`config.mk`:
```
export PLATFORM = sky130hd
export DESIGN_NAME = md5_message_digest
export DESIGN_NICKNAME = d
export VERILOG_FILES = /design/src/rtl/md5_pkg.sv /design/src/rtl/md5_round.sv /design/src/rtl/md5_message_digest.sv
export VERILOG_INCLUDE_DIRS = /design/src /design/src/rtl
export SDC_FILE = /design/constraint.sdc
export NUM_CORES = 2
export LEC_CHECK = 0
export BUFFER_PORTS_ARGS = -buffer_cell sky130_fd_sc_hd__buf_2
export CORE_AREA = 2 2 338 340
export DETAILED_ROUTE_END_ITERATION = 8
export DIE_AREA = 0 0 340 342
export PLACE_DENSITY = 0.76
export SLEW_MARGIN = 20
export SYNTH_ARGS = -nofsm -noshare
export SYNTH_HDL_FRONTEND = slang
export SYNTH_HIERARCHICAL = 1
export SYNTH_SLANG_ARGS = --single-unit
```
`constraint.sdc`:
```
create_clock -name clk -period 11.8 [get_ports clk]
set_input_delay 1.77 -clock clk [delete_from_list [all_inputs] [get_ports clk]]
set_output_delay 1.77 -clock clk [all_outputs]
set_load 0.01 [all_outputs]
```
`src/rtl/assert_macros.svh`:
```
// ----------------------------------------------------------------------------
// Assertion macros
// Shared assertion helpers. They compile to nothing when SYNTHESIS is defined.
// ----------------------------------------------------------------------------
`ifndef ASSERT_MACROS_SVH
`define ASSERT_MACROS_SVH

`ifndef SYNTHESIS

// Implication checked on every rising clock edge outside reset.
`define ASSERT_CLK(label, clk_sig, rst_sig, prop, msg) \
    label: assert property (@(posedge clk_sig) disable iff (!rst_sig) prop) \
        else $error(msg);

// Condition that must never be seen on a rising clock edge outside reset.
`define ASSERT_NEVER(label, clk_sig, rst_sig, cond, msg) \
    label: assert property (@(posedge clk_sig) disable iff (!rst_sig) !(cond)) \
        else $error(msg);

`else

`define ASSERT_CLK(label, clk_sig, rst_sig, prop, msg)
`define ASSERT_NEVER(label, clk_sig, rst_sig, cond, msg)

`endif

`endif

```
`src/rtl/md5_pkg.sv`:
```
// ----------------------------------------------------------------------------
// MD5 package
// Item types, sequencer codes, round constants and message schedule.
// ----------------------------------------------------------------------------
package md5_pkg;

    typedef logic [31:0] word_t;

    typedef struct packed {
        logic [31:0] data_word;
        logic [2:0]  valid_bytes;
        logic        last_item;
    } msg_item_t;

    typedef struct packed {
        logic [31:0] digest_word;
        logic [1:0]  word_index;
        logic        last_word;
    } dig_item_t;

    // Working registers a, b, c, d of the compression
    typedef struct packed {
        word_t a;
        word_t b;
        word_t c;
        word_t d;
    } round_state_t;

    typedef enum logic [2:0] {
        S_IDLE,
        S_PAD,
        S_MK,
        S_ROUND,
        S_FOLD,
        S_EMIT
    } seq_state_t;

    // Which trailer word goes out next during padding
    typedef enum logic [1:0] {
        PAD_MARK,
        PAD_ZERO,
        PAD_HI,
        PAD_DONE
    } pad_sel_t;

    localparam word_t IV0 = 32'h67452301;
    localparam word_t IV1 = 32'hefcdab89;
    localparam word_t IV2 = 32'h98badcfe;
    localparam word_t IV3 = 32'h10325476;

    localparam word_t PAD_BYTE = 32'h00000080;

    localparam logic [3:0] FILL_LAST = 4'd15;
    localparam logic [3:0] FILL_LEN  = 4'd14;
    localparam logic [5:0] ROUND_LAST = 6'd63;
    localparam logic [1:0] IDX_LAST  = 2'd3;
    localparam logic [2:0] BYTES_FULL = 3'd4;

    localparam word_t K_ADD [64] = '{
        32'hd76aa478, 32'he8c7b756, 32'h242070db, 32'hc1bdceee,
        32'hf57c0faf, 32'h4787c62a, 32'ha8304613, 32'hfd469501,
        32'h698098d8, 32'h8b44f7af, 32'hffff5bb1, 32'h895cd7be,
        32'h6b901122, 32'hfd987193, 32'ha679438e, 32'h49b40821,
        32'hf61e2562, 32'hc040b340, 32'h265e5a51, 32'he9b6c7aa,
        32'hd62f105d, 32'h02441453, 32'hd8a1e681, 32'he7d3fbc8,
        32'h21e1cde6, 32'hc33707d6, 32'hf4d50d87, 32'h455a14ed,
        32'ha9e3e905, 32'hfcefa3f8, 32'h676f02d9, 32'h8d2a4c8a,
        32'hfffa3942, 32'h8771f681, 32'h6d9d6122, 32'hfde5380c,
        32'ha4beea44, 32'h4bdecfa9, 32'hf6bb4b60, 32'hbebfbc70,
        32'h289b7ec6, 32'heaa127fa, 32'hd4ef3085, 32'h04881d05,
        32'hd9d4d039, 32'he6db99e5, 32'h1fa27cf8, 32'hc4ac5665,
        32'hf4292244, 32'h432aff97, 32'hab9423a7, 32'hfc93a039,
        32'h655b59c3, 32'h8f0ccc92, 32'hffeff47d, 32'h85845dd1,
        32'h6fa87e4f, 32'hfe2ce6e0, 32'ha3014314, 32'h4e0811a1,
        32'hf7537e82, 32'hbd3af235, 32'h2ad7d2bb, 32'heb86d391
    };

    localparam logic [4:0] ROT_AMT [16] = '{
        5'd7, 5'd12, 5'd17, 5'd22, 5'd5, 5'd9,  5'd14, 5'd20,
        5'd4, 5'd11, 5'd16, 5'd23, 5'd6, 5'd10, 5'd15, 5'd21
    };

    // Block word used by a given round
    function automatic logic [3:0] msg_index(input logic [5:0] rnd);
        logic [3:0] r4;
        logic [3:0] g;
        r4 = rnd[3:0];
        case (rnd[5:4])
            2'd0:    g = r4;
            2'd1:    g = (r4 << 2) + r4 + 4'd1;
            2'd2:    g = (r4 << 1) + r4 + 4'd5;
            2'd3:    g = (r4 << 3) - r4;
            default: g = r4;
        endcase
        return g;
    endfunction

endpackage

```
`src/rtl/md5_round.sv`:
```
// ----------------------------------------------------------------------------
// MD5 round unit
// One compression round: boolean function, adds and rotate. The block word
// plus round constant arrives already summed.
// ----------------------------------------------------------------------------
module md5_round (
    input  md5_pkg::round_state_t cur,
    input  md5_pkg::word_t        mk,
    input  logic [5:0]            rnd,
    output md5_pkg::round_state_t nxt
);

    md5_pkg::word_t f;
    md5_pkg::word_t t;
    md5_pkg::word_t rot;
    logic [63:0]    dbl;
    logic [4:0]     shamt;

    always_comb
    begin
        case (rnd[5:4])
            2'd0:    f = cur.d ^ (cur.b & (cur.c ^ cur.d));
            2'd1:    f = cur.c ^ (cur.d & (cur.b ^ cur.c));
            2'd2:    f = cur.b ^ cur.c ^ cur.d;
            2'd3:    f = cur.c ^ (cur.b | ~cur.d);
            default: f = '0;
        endcase
    end

    assign t     = cur.a + f + mk;
    assign shamt = md5_pkg::ROT_AMT[{rnd[5:4], rnd[1:0]}];
    assign dbl   = {t, t} << shamt;
    assign rot   = dbl[63:32];

    assign nxt.a = cur.d;
    assign nxt.b = cur.b + rot;
    assign nxt.c = cur.b;
    assign nxt.d = cur.c;

endmodule

```
`src/rtl/md5_message_digest.sv`:
```
// ----------------------------------------------------------------------------
// MD5 message digest
// Hashes one message per run, little-endian words in, four digest words out.
// ----------------------------------------------------------------------------
//  channel | payload     | handshake              | direction
//  msg     | msg_item_t  | msg_valid / msg_ready  | message words in
//  dig     | dig_item_t  | dig_valid / dig_ready  | digest words out
//
//  Message words are taken while the sequencer is idle. Each full 16-word
//  block then passes through a setup state, the 64 rounds on the shared round
//  unit and a fold state, and no message word is taken until it is done.
//  The last item adds padding words and one or two compressions,
//  then four digest words leave, one per accepted output cycle.
//  msg_ready is high only when the sequencer is idle. No clearing pass after
//  reset; the first item may arrive on the first cycle out of reset.
// ----------------------------------------------------------------------------
`include "assert_macros.svh"

module md5_message_digest (
    input  logic                 clk,
    input  logic                 rst_n,
    input  logic                 msg_valid,
    output logic                 msg_ready,
    input  md5_pkg::msg_item_t   msg_item,
    output logic                 dig_valid,
    input  logic                 dig_ready,
    output md5_pkg::dig_item_t   dig_item
);

    md5_pkg::seq_state_t   state_reg, state_next;
    md5_pkg::pad_sel_t     pad_sel_reg, pad_sel_next;
    logic [3:0]            fill_reg, fill_next;
    logic [63:0]           blen_reg, blen_next;
    logic                  fin_reg, fin_next;
    md5_pkg::word_t        pad_word_reg, pad_word_next;
    logic [5:0]            round_cnt_reg, round_cnt_next;
    md5_pkg::round_state_t round_reg, round_next;
    md5_pkg::word_t        chain_reg [4];
    md5_pkg::word_t        chain_next [4];
    md5_pkg::word_t        mk_reg, mk_next;
    logic [1:0]            idx_reg, idx_next;

    md5_pkg::word_t        store_reg [16];
    logic                  store_we;
    md5_pkg::word_t        store_wdata;

    md5_pkg::round_state_t round_out;
    logic [5:0]            mk_rnd;
    logic [2:0]            nbytes;
    logic [63:0]           bit_len;
    logic                  msg_fire;
    logic                  dig_fire;

    md5_round u_round (
        .cur (round_reg),
        .mk  (mk_reg),
        .rnd (round_cnt_reg),
        .nxt (round_out)
    );

    assign msg_ready = (state_reg == md5_pkg::S_IDLE);
    assign msg_fire  = msg_valid && msg_ready;
    assign dig_valid = (state_reg == md5_pkg::S_EMIT);
    assign dig_fire  = dig_valid && dig_ready;

    assign dig_item.digest_word = chain_reg[idx_reg];
    assign dig_item.word_index  = idx_reg;
    assign dig_item.last_word   = (idx_reg == md5_pkg::IDX_LAST);

    assign bit_len = {blen_reg[60:0], 3'b000};
    assign nbytes  = (msg_item.valid_bytes inside {[3'd5:3'd7]}) ? md5_pkg::BYTES_FULL
                                                               : msg_item.valid_bytes;

    // Block word plus constant for the round after the current one
    assign mk_rnd  = (state_reg == md5_pkg::S_ROUND) ? round_cnt_reg + 6'd1 : 6'd0;
    assign mk_next = store_reg[md5_pkg::msg_index(mk_rnd)] + md5_pkg::K_ADD[mk_rnd];

    always_comb
    begin
        state_next     = state_reg;
        pad_sel_next   = pad_sel_reg;
        fill_next      = fill_reg;
        blen_next      = blen_reg;
        fin_next       = fin_reg;
        pad_word_next  = pad_word_reg;
        round_cnt_next = round_cnt_reg;
        round_next     = round_reg;
        chain_next     = chain_reg;
        idx_next       = idx_reg;
        store_we       = 1'b0;
        store_wdata    = msg_item.data_word;

        case (state_reg)
            md5_pkg::S_IDLE:
            begin
                if (msg_fire)
                begin
                    if (!msg_item.last_item)
                    begin
                        store_we   = 1'b1;
                        fill_next  = fill_reg + 4'd1;
                        blen_next  = blen_reg + 64'd4;
                        state_next = (fill_reg == md5_pkg::FILL_LAST) ? md5_pkg::S_MK
                                                                      : md5_pkg::S_IDLE;
                    end
                    else
                    begin
                        blen_next    = blen_reg + {61'd0, nbytes};
                        fin_next     = 1'b1;
                        pad_sel_next = md5_pkg::PAD_MARK;
                        case (nbytes)
                            3'd1:    pad_word_next = {16'd0, 8'h80, msg_item.data_word[7:0]};
                            3'd2:    pad_word_next = {8'd0, 8'h80, msg_item.data_word[15:0]};
                            3'd3:    pad_word_next = {8'h80, msg_item.data_word[23:0]};
                            default: pad_word_next = md5_pkg::PAD_BYTE;
                        endcase
                        if (nbytes == md5_pkg::BYTES_FULL)
                        begin
                            store_we   = 1'b1;
                            fill_next  = fill_reg + 4'd1;
                            state_next = (fill_reg == md5_pkg::FILL_LAST) ? md5_pkg::S_MK
                                                                          : md5_pkg::S_PAD;
                        end
                        else
                        begin
                            state_next = md5_pkg::S_PAD;
                        end
                    end
                end
            end

            md5_pkg::S_PAD:
            begin
                store_we  = 1'b1;
                fill_next = fill_reg + 4'd1;
                case (pad_sel_reg)
                    md5_pkg::PAD_MARK:
                    begin
                        store_wdata  = pad_word_reg;
                        pad_sel_next = md5_pkg::PAD_ZERO;
                    end
                    md5_pkg::PAD_ZERO:
                    begin
                        if (fill_reg == md5_pkg::FILL_LEN)
                        begin
                            store_wdata  = bit_len[31:0];
                            pad_sel_next = md5_pkg::PAD_HI;
                        end
                        else
                        begin
                            store_wdata = '0;
                        end
                    end
                    md5_pkg::PAD_HI:
                    begin
                        store_wdata  = bit_len[63:32];
                        pad_sel_next = md5_pkg::PAD_DONE;
                    end
                    default:
                    begin
                        store_wdata = '0;
                    end
                endcase
                state_next = (fill_reg == md5_pkg::FILL_LAST) ? md5_pkg::S_MK
                                                              : md5_pkg::S_PAD;
            end

            md5_pkg::S_MK:
            begin
                round_next     = '{a: chain_reg[0], b: chain_reg[1],
                                   c: chain_reg[2], d: chain_reg[3]};
                round_cnt_next = '0;
                state_next     = md5_pkg::S_ROUND;
            end

            md5_pkg::S_ROUND:
            begin
                round_next     = round_out;
                round_cnt_next = round_cnt_reg + 6'd1;
                if (round_cnt_reg == md5_pkg::ROUND_LAST)
                begin
                    state_next = md5_pkg::S_FOLD;
                end
            end

            md5_pkg::S_FOLD:
            begin
                chain_next[0] = chain_reg[0] + round_reg.a;
                chain_next[1] = chain_reg[1] + round_reg.b;
                chain_next[2] = chain_reg[2] + round_reg.c;
                chain_next[3] = chain_reg[3] + round_reg.d;
                idx_next      = '0;
                if (pad_sel_reg == md5_pkg::PAD_DONE)
                begin
                    state_next = md5_pkg::S_EMIT;
                end
                else if (fin_reg)
                begin
                    state_next = md5_pkg::S_PAD;
                end
                else
                begin
                    state_next = md5_pkg::S_IDLE;
                end
            end

            md5_pkg::S_EMIT:
            begin
                if (dig_fire)
                begin
                    idx_next = idx_reg + 2'd1;
                    if (idx_reg == md5_pkg::IDX_LAST)
                    begin
                        chain_next   = '{md5_pkg::IV0, md5_pkg::IV1,
                                         md5_pkg::IV2, md5_pkg::IV3};
                        fill_next    = '0;
                        blen_next    = '0;
                        fin_next     = 1'b0;
                        pad_sel_next = md5_pkg::PAD_MARK;
                        state_next   = md5_pkg::S_IDLE;
                    end
                end
            end

            default:
            begin
                state_next = md5_pkg::S_IDLE;
            end
        endcase
    end

    always_ff @(posedge clk or negedge rst_n)
    begin
        if (!rst_n)
        begin
            state_reg     <= md5_pkg::S_IDLE;
            pad_sel_reg   <= md5_pkg::PAD_MARK;
            fill_reg      <= '0;
            blen_reg      <= '0;
            fin_reg       <= 1'b0;
            round_cnt_reg <= '0;
            round_reg     <= '0;
            chain_reg     <= '{md5_pkg::IV0, md5_pkg::IV1, md5_pkg::IV2, md5_pkg::IV3};
            idx_reg       <= '0;
        end
        else
        begin
            state_reg     <= state_next;
            pad_sel_reg   <= pad_sel_next;
            fill_reg      <= fill_next;
            blen_reg      <= blen_next;
            fin_reg       <= fin_next;
            round_cnt_reg <= round_cnt_next;
            round_reg     <= round_next;
            chain_reg     <= chain_next;
            idx_reg       <= idx_next;
        end
    end

    // Payload registers, no reset
    always_ff @(posedge clk)
    begin
        pad_word_reg <= pad_word_next;
        mk_reg       <= mk_next;
        if (store_we)
        begin
            store_reg[fill_reg] <= store_wdata;
        end
    end

    `ASSERT_CLK(a_round_to_fold, clk, rst_n,
        (state_reg == md5_pkg::S_ROUND && round_cnt_reg == md5_pkg::ROUND_LAST)
            |=> (state_reg == md5_pkg::S_FOLD), "compression did not end after 64 rounds")
    `ASSERT_CLK(a_emit_restarts, clk, rst_n,
        (dig_fire && dig_item.last_word)
            |=> (chain_reg[0] == md5_pkg::IV0 && fill_reg == '0 && blen_reg == '0),
        "state not returned to initial vector after digest")
    `ASSERT_NEVER(a_idle_no_pad, clk, rst_n, msg_ready && fin_reg,
        "idle with an unfinished trailer")
    `ASSERT_NEVER(a_emit_block_empty, clk, rst_n, dig_valid && (fill_reg != '0),
        "digest shown with a partial block held")

endmodule

```
# Yosys cells after proc, flatten, opt, wreduce, memory -nomap -nowiden
# Memory sizes are Yosys's and may differ from the RTL's.
# Index checks and enable logic that the tools add are counted.
dict set report op_classes {
  n_lt_le_gt_ge 5
  n_addsub 18
  n_mul 0
  n_eq_ne 30
  reduce_logical 19
  shift 1
  n_bitwise 13
  muxes 62
  n_div 0
}
# cell n
set op_table {}
lappend op_table {{128-bit one-hot mux with 2 select lines} 2}
lappend op_table {{32-bit adder} 8}
lappend op_table {{128-bit two-way mux} 2}
lappend op_table {{64-bit two-way mux} 4}
lappend op_table {{32-bit two-way mux} 6}
lappend op_table {{32-bit one-hot mux with 3 select lines} 2}
lappend op_table {{32-bit XOR} 6}
lappend op_table {{32-bit one-hot mux with 4 select lines} 1}
lappend op_table {{64-bit one-hot mux with 2 select lines} 1}
lappend op_table {{64-bit by 3-bit adder with 64-bit output} 1}
lappend op_table {{64-bit by 3-bit adder with 64-bit output (second input constant)} 1}
lappend op_table {{32-bit bitwise AND} 2}
lappend op_table {{32-bit binary-select mux with 2-bit select} 1}
lappend op_table {{64-bit by 5-bit left shift with 64-bit output} 1}
lappend op_table {{32-bit NOT} 1}
lappend op_table {{32-bit bitwise OR} 1}
lappend op_table {{2-bit two-way mux} 10}
lappend op_table {{4-bit two-way mux} 5}
lappend op_table {{3-bit two-way mux} 6}
lappend op_table {{3-bit one-hot mux with 6 select lines} 1}
lappend op_table {{4-bit one-hot mux with 4 select lines} 1}
lappend op_table {{2-bit == test (second input constant)} 7}
lappend op_table {{3-bit by 2-bit == test with 1-bit output (second input constant)} 4}
lappend op_table {{2-bit one-hot mux with 3 select lines} 2}
lappend op_table {{39 further kinds} 72}
dict set report totals {
  reg_bits 402
  elab_cells 168
  latchBits 0
  rom_bits 2128
  n_memories 3
  ramBits 512
}
# memory depth width read_ports rd_ports_with_merged_regs write_ports line_no
set mem_list {}
lappend mem_list {{(no name shown)} 64 32 1 0 0 md5_message_digest.sv:76} ;# assign mk_next = store_reg[md5_pkg::msg_index(mk_rnd)] + md5_pkg::K_ADD[mk_rnd];
lappend mem_list {store_reg 16 32 1 0 1 md5_message_digest.sv:43} ;# md5_pkg::word_t store_reg [16];
lappend mem_list {{(no name shown)} 16 5 1 0 0 md5_round.sv:31} ;# assign shamt = md5_pkg::ROT_AMT[{rnd[5:4], rnd[1:0]}];

# Longest topological paths before layout
dict set report logic_depth {
  word_depth 10
  ltp_mapped 39
  mapped_depth_nobuf 35
}

# Modules after synthesis
# Netlist, hierarchy kept.
# module cells_per_inst seq_area_each_um2 area_per_inst_um2 n_inst
set by_module_without_submodules {}
lappend by_module_without_submodules {md5_message_digest 4090 25229.2 47496.8 1}
lappend by_module_without_submodules {md5_round 1387 0.0 9609.2 1}

# Least setup slack after synthesis
# No wires, ideal clock.
dict set report synth_path {
  kind {reg2reg}
  startpoint {reg round_cnt_reg[4]}
  endpoint {reg round_reg[94] in the netlist's numbering}
  required_ns 11.667
  path_stages_with_launch 40
  period_less_slack_ns 8.520
  t_arrival_ns 8.387
  setup_ns 0.133
  path_buffers 5
  path_slack_ns 3.280
  path_cell_list {dfrtp_1 > buf_2 > buf_1 > clkbuf_1 > clkbuf_1 > buf_1 > xnor2_1 > nand3b_1 > o221ai_1 > fa_1 > inv_1 > ha_1 > inv_1 > fa_1 > nor2b_1 > o31a_1 > o21a_1 > o211ai_2 > [... 4 more ...] > o21ai_0 > mux2i_1 > a21oi_1 > ha_1 > fa_1 > a211oi_1 > o21ai_0 > a2111oi_2 > nor4_1 > o31ai_1 > nand4b_1 > a31o_2 > nand2b_1 > a21oi_1 > o21bai_1 > xor2_1 > mux2i_1 > o21ai_0}
}
# element line_no
set synth_rtl {}
lappend synth_rtl {{start, declared} md5_message_digest.sv:36} ;# logic [5:0] round_cnt_reg, round_cnt_next;
lappend synth_rtl {{start signal, assigned} md5_message_digest.sv:253} ;# round_cnt_reg <= round_cnt_next;
lappend synth_rtl {{end signal, assigned} md5_message_digest.sv:254} ;# round_reg <= round_next;
lappend synth_rtl {{end, declared} md5_message_digest.sv:37} ;# md5_pkg::round_state_t round_reg, round_next;

==> flow_summary.toml <==
[outcome]
outcome = "finished, final reports clean"

[setup_path]
critical_path_arrival_ns = 10.70
rr_startpoint = "round_cnt_reg[4]"
regToRegEndpoint = "round_reg[92]"
critical_path.most_common_cell = "sky130_fd_sc_hd__a21oi_1"
critical_path_end_type = "register"
crit_path_max_incr_delay_ns = 0.98
critical_path_required_ns = 12.33
regToRegSetupSlack_ns = 1.63
crit_path_max_delay_cell_type = "sky130_fd_sc_hd__dfrtp_4"
worstRegToRegCells = 34
critical_path_peak_fanout = 88
cp-start-kind = "register"
critical_path_class = "register to register"

[drt]
route.detailed.wl_per_inst_um = 24.84
drt_pre_antenna_iters = 7
avgViaCountPerCell = 6.477
drt_iter0_drc = 5813
ant_nets = 0
wl_um = 172500
num_vias = 44980
drcViolationCount = 0

[yosys]
syn_nets = 5815
yosys_register_bits = 904
postSynth.topFlopCell = "sky130_fd_sc_hd__edfxtp_1"
syn-instance-count = 5477
yosys_warnings = 6
ys_types = 118
synth.area.mux_share_pct = 10.14
synthSimpleGateAreaFrac_pct = 12.08
area_fraction_in_compound_gates_after_synthesis_pct = 17.53
netlist_area_mm2 = 0.05711
combinational_family_with_the_most_area_after_synthesis = "compound AO/OA/AOI/OAI gates"
yosys.area_share.adder_pct = 7.338
yosys.area_share.xor_xnor_pct = 4.226
synth_enable_flop_cells = 537
sequential_to_total_area_share_from_yosys_stat_pct = 44.18
synthArstFlopShare_pct = 37.06
avg_synthesized_cell_area_um2 = 10.43

[layout]
share_of_layout_cells_above_drive_strength_1_pct = 12.67
largest_register_ff_count = 512
num-nets-final = 5690
syn_to_final_growth_pct = 8.227

[clock_network]
cts_sinks = 904
tritoncts_clock_tree = "done"
clock-root-buffer = "sky130_fd_sc_hd__clkbuf_16"
resized_gates_after_cts = 0
postCtsSetupRepairBufs = 0
htreeDepth = 3
cts_max_path_buffers = 3
clkLatencyLatePin_ns = 0.72
cts_buffers = 94
postCtsHoldBufs = 0
clk_pin_slew_ns = 0.07

[floorplan]
die_area_mm2 = 0.1163
die_h_um = 342
die_x_um = 340
row_count = 124
fp.coreArea_mm2 = 0.1131
io_pins = 77
floorplan.initialDensity_pct = 50.49

[timing]
tns_ns = 0
period_share_pct = 86.21
finalMaxSlewViolations = 0
timing_limited_maximum_frequency_mhz = 98.30
final-hold-violation-count = 0
worst_slew_pin_slew_ns = 1.139
worst_case_clock_skew_ns = 0.06607
final_period_minus_worst_setup_slack_ns = 10.17
max-slew-margin-rel_pct = 24.08
setup_viol = 0
rsz0062_at_grt = "false"

[hold_path]
whs_endpoint = "fin_reg"
timing.hold.worst.start = "fin_reg"
holdCritPathClass = "register to register"
hold-path-cell-count = 2

[place]
gpl.final_weighted_congestion = 0.9897
detailed_place_hpwl_um = 116600
port_buffers = 76

[global_route]
grt_start_max_net_pins = 113
grtUsageTotal_pct = 29.05
grt_pass1_vias = 42260
first_pass_grt_wire_length_um = 260400
antenna_found_initial = 3
gr-total-overflow = 0

[flow_run]
maxCapViolCount = 0
layout by cell type (no fill, tap or decap), types with 22 or more instances in the layout:
master and count:
sky130_fd_sc_hd__nand2_1 603, sky130_fd_sc_hd__edfxtp_1 537, sky130_fd_sc_hd__o21ai_0 415, sky130_fd_sc_hd__a21oi_1 363, sky130_fd_sc_hd__nor2_1 330, sky130_fd_sc_hd__dfrtp_1 266
sky130_fd_sc_hd__ha_1 258, sky130_fd_sc_hd__mux2i_1 185, sky130_fd_sc_hd__inv_1 165, sky130_fd_sc_hd__mux4_2 163, sky130_fd_sc_hd__xor2_1 150, sky130_fd_sc_hd__xnor2_1 118
sky130_fd_sc_hd__nand3_1 117, sky130_fd_sc_hd__nor3_1 112, sky130_fd_sc_hd__a21o_1 109, sky130_fd_sc_hd__a31oi_1 107, sky130_fd_sc_hd__buf_4 97, sky130_fd_sc_hd__clkbuf_16 94
sky130_fd_sc_hd__a211oi_1 78, sky130_fd_sc_hd__buf_2 75, sky130_fd_sc_hd__dfstp_2 64, sky130_fd_sc_hd__and2_1 61, sky130_fd_sc_hd__o211ai_1 47, sky130_fd_sc_hd__o21a_1 46
sky130_fd_sc_hd__and3_1 42, sky130_fd_sc_hd__fa_1 40, sky130_fd_sc_hd__nand2b_1 38, sky130_fd_sc_hd__nand4_1 33, sky130_fd_sc_hd__dfxtp_1 32, sky130_fd_sc_hd__a22oi_1 30
sky130_fd_sc_hd__nor2b_1 28, sky130_fd_sc_hd__o221ai_1 26, sky130_fd_sc_hd__or3_1 25, sky130_fd_sc_hd__o21bai_1 25, sky130_fd_sc_hd__o22a_1 24, sky130_fd_sc_hd__a222oi_1 24
sky130_fd_sc_hd__o31ai_1 23, sky130_fd_sc_hd__o22ai_1 22
critical path, delay by kind of cell (launching register included):
family                   cells  cell delay (ns)
AO/OA/AOI/OAI               18             4.91
adder cells (fa/ha/maj)      4             1.64
flip-flops                   1             0.98
multiplexers                 3             0.66
buffers and inverters        2             0.62
AND/OR/NAND/NOR              4             0.61
XOR/XNOR                     3             0.48
cell families after synthesis:
group           after synthesis
compound gates             1549
xor+xnor                    273
fa+ha+maj                   314
buf+inv                     566
flops                       904
mux                         371
simple gates               1500
how the worst max path moves through the flow:
stage | from | to | depth (start not counted)
2_1_floorplan | round_cnt_reg[4] | round_reg[94] | 39
3_3_place_gp | round_cnt_reg[5] | round_reg[94] | 33
3_5_place_dp | round_cnt_reg[4] | round_reg[94] | 34
4_1_cts | round_cnt_reg[4] | round_reg[92] | 34
5_1_grt | round_cnt_reg[5] | round_reg[92] | 33
6_report | round_cnt_reg[4] | round_reg[92] | 34
stage by stage:
step                utilization, %  std cells  setup slack [ns]  instance area (um^2)  hold slack, ns
finish                       54.64       6944             1.627                 61800          0.4976
global route                 54.64       6943            0.9146                 61800          0.5440
CTS                          54.62       6943             1.839                 61780          0.5008
detailed placement           51.65       6768             1.934                 58420          0.4862
global placement             51.65       6768             2.171                 58420          0.4766
floorplan                        -       5477             3.280                 57110          0.4608
cell type report:
type	count	area, um^2
Timing Repair Buffer	176	1179
Tap cell	1512	1892
Clock buffer	117	2499
Inverter	169	634.4
Clock inverter	58	858.3
Antenna cell	1	2.502
Multi-Input combinational cell	4007	29500
Sequential cell	904	25240
Fill cell	9357	51300
cells in the mapped netlist (16+ instances only):
cell	count	area share, %
sky130_fd_sc_hd__xor2_1	151	2.3
sky130_fd_sc_hd__buf_2	32	0.28
sky130_fd_sc_hd__fa_1	40	1.4
sky130_fd_sc_hd__buf_1	44	0.29
sky130_fd_sc_hd__o31ai_1	25	0.33
sky130_fd_sc_hd__or3_1	25	0.27
sky130_fd_sc_hd__and3_1	42	0.46
sky130_fd_sc_hd__o21a_1	46	0.60
sky130_fd_sc_hd__o221ai_1	26	0.40
sky130_fd_sc_hd__mux2_2	20	0.39
sky130_fd_sc_hd__nand3_1	117	1.0
sky130_fd_sc_hd__mux2i_1	187	3.3
sky130_fd_sc_hd__o311ai_0	16	0.25
sky130_fd_sc_hd__dfstp_2	64	2.9
sky130_fd_sc_hd__inv_1	165	1.1
sky130_fd_sc_hd__ha_1	258	5.7
sky130_fd_sc_hd__o21bai_1	25	0.33
sky130_fd_sc_hd__buf_4	100	1.3
sky130_fd_sc_hd__o22ai_1	22	0.24
sky130_fd_sc_hd__o211ai_1	47	0.62
sky130_fd_sc_hd__nor3_1	113	0.99
sky130_fd_sc_hd__nand2_1	607	4.0
sky130_fd_sc_hd__clkbuf_1	216	1.4
sky130_fd_sc_hd__mux4_2	163	6.4
sky130_fd_sc_hd__nor2b_1	28	0.31
sky130_fd_sc_hd__nor2_1	334	2.2
sky130_fd_sc_hd__dfxtp_1	32	1.1
sky130_fd_sc_hd__a22oi_1	30	0.39
sky130_fd_sc_hd__edfxtp_1	537	28
sky130_fd_sc_hd__xnor2_1	119	1.8
sky130_fd_sc_hd__nand4_1	33	0.36
sky130_fd_sc_hd__a222oi_1	24	0.42
sky130_fd_sc_hd__o21ai_0	427	3.7
sky130_fd_sc_hd__and2_1	73	0.80
sky130_fd_sc_hd__a21oi_1	363	3.2
sky130_fd_sc_hd__nand2b_1	39	0.43
sky130_fd_sc_hd__a21o_1	109	1.4
sky130_fd_sc_hd__a31oi_1	107	1.2
sky130_fd_sc_hd__a211oi_1	79	1.0
sky130_fd_sc_hd__dfrtp_1	271	12
sky130_fd_sc_hd__o22a_1	24	0.37
layer usage:
| layer | vias to the layer above | wire (um) | part of all wire [%] | track usage [%] |
|---|---|---|---|---|
| met5 | - | 11 | 0.0064 | 0 |
| met4 | 2 | 7111 | 4.1 | 11.03 |
| met3 | 406 | 16040 | 9.3 | 5.504 |
| met2 | 2409 | 79370 | 46 | 45.99 |
| met1 | 22010 | 69970 | 41 | 39.79 |
| li1 | 20150 | - | - | - |
Power is not shown: default switching activity piles up to over one toggle a cycle in this logic, so the estimate is an artifact.
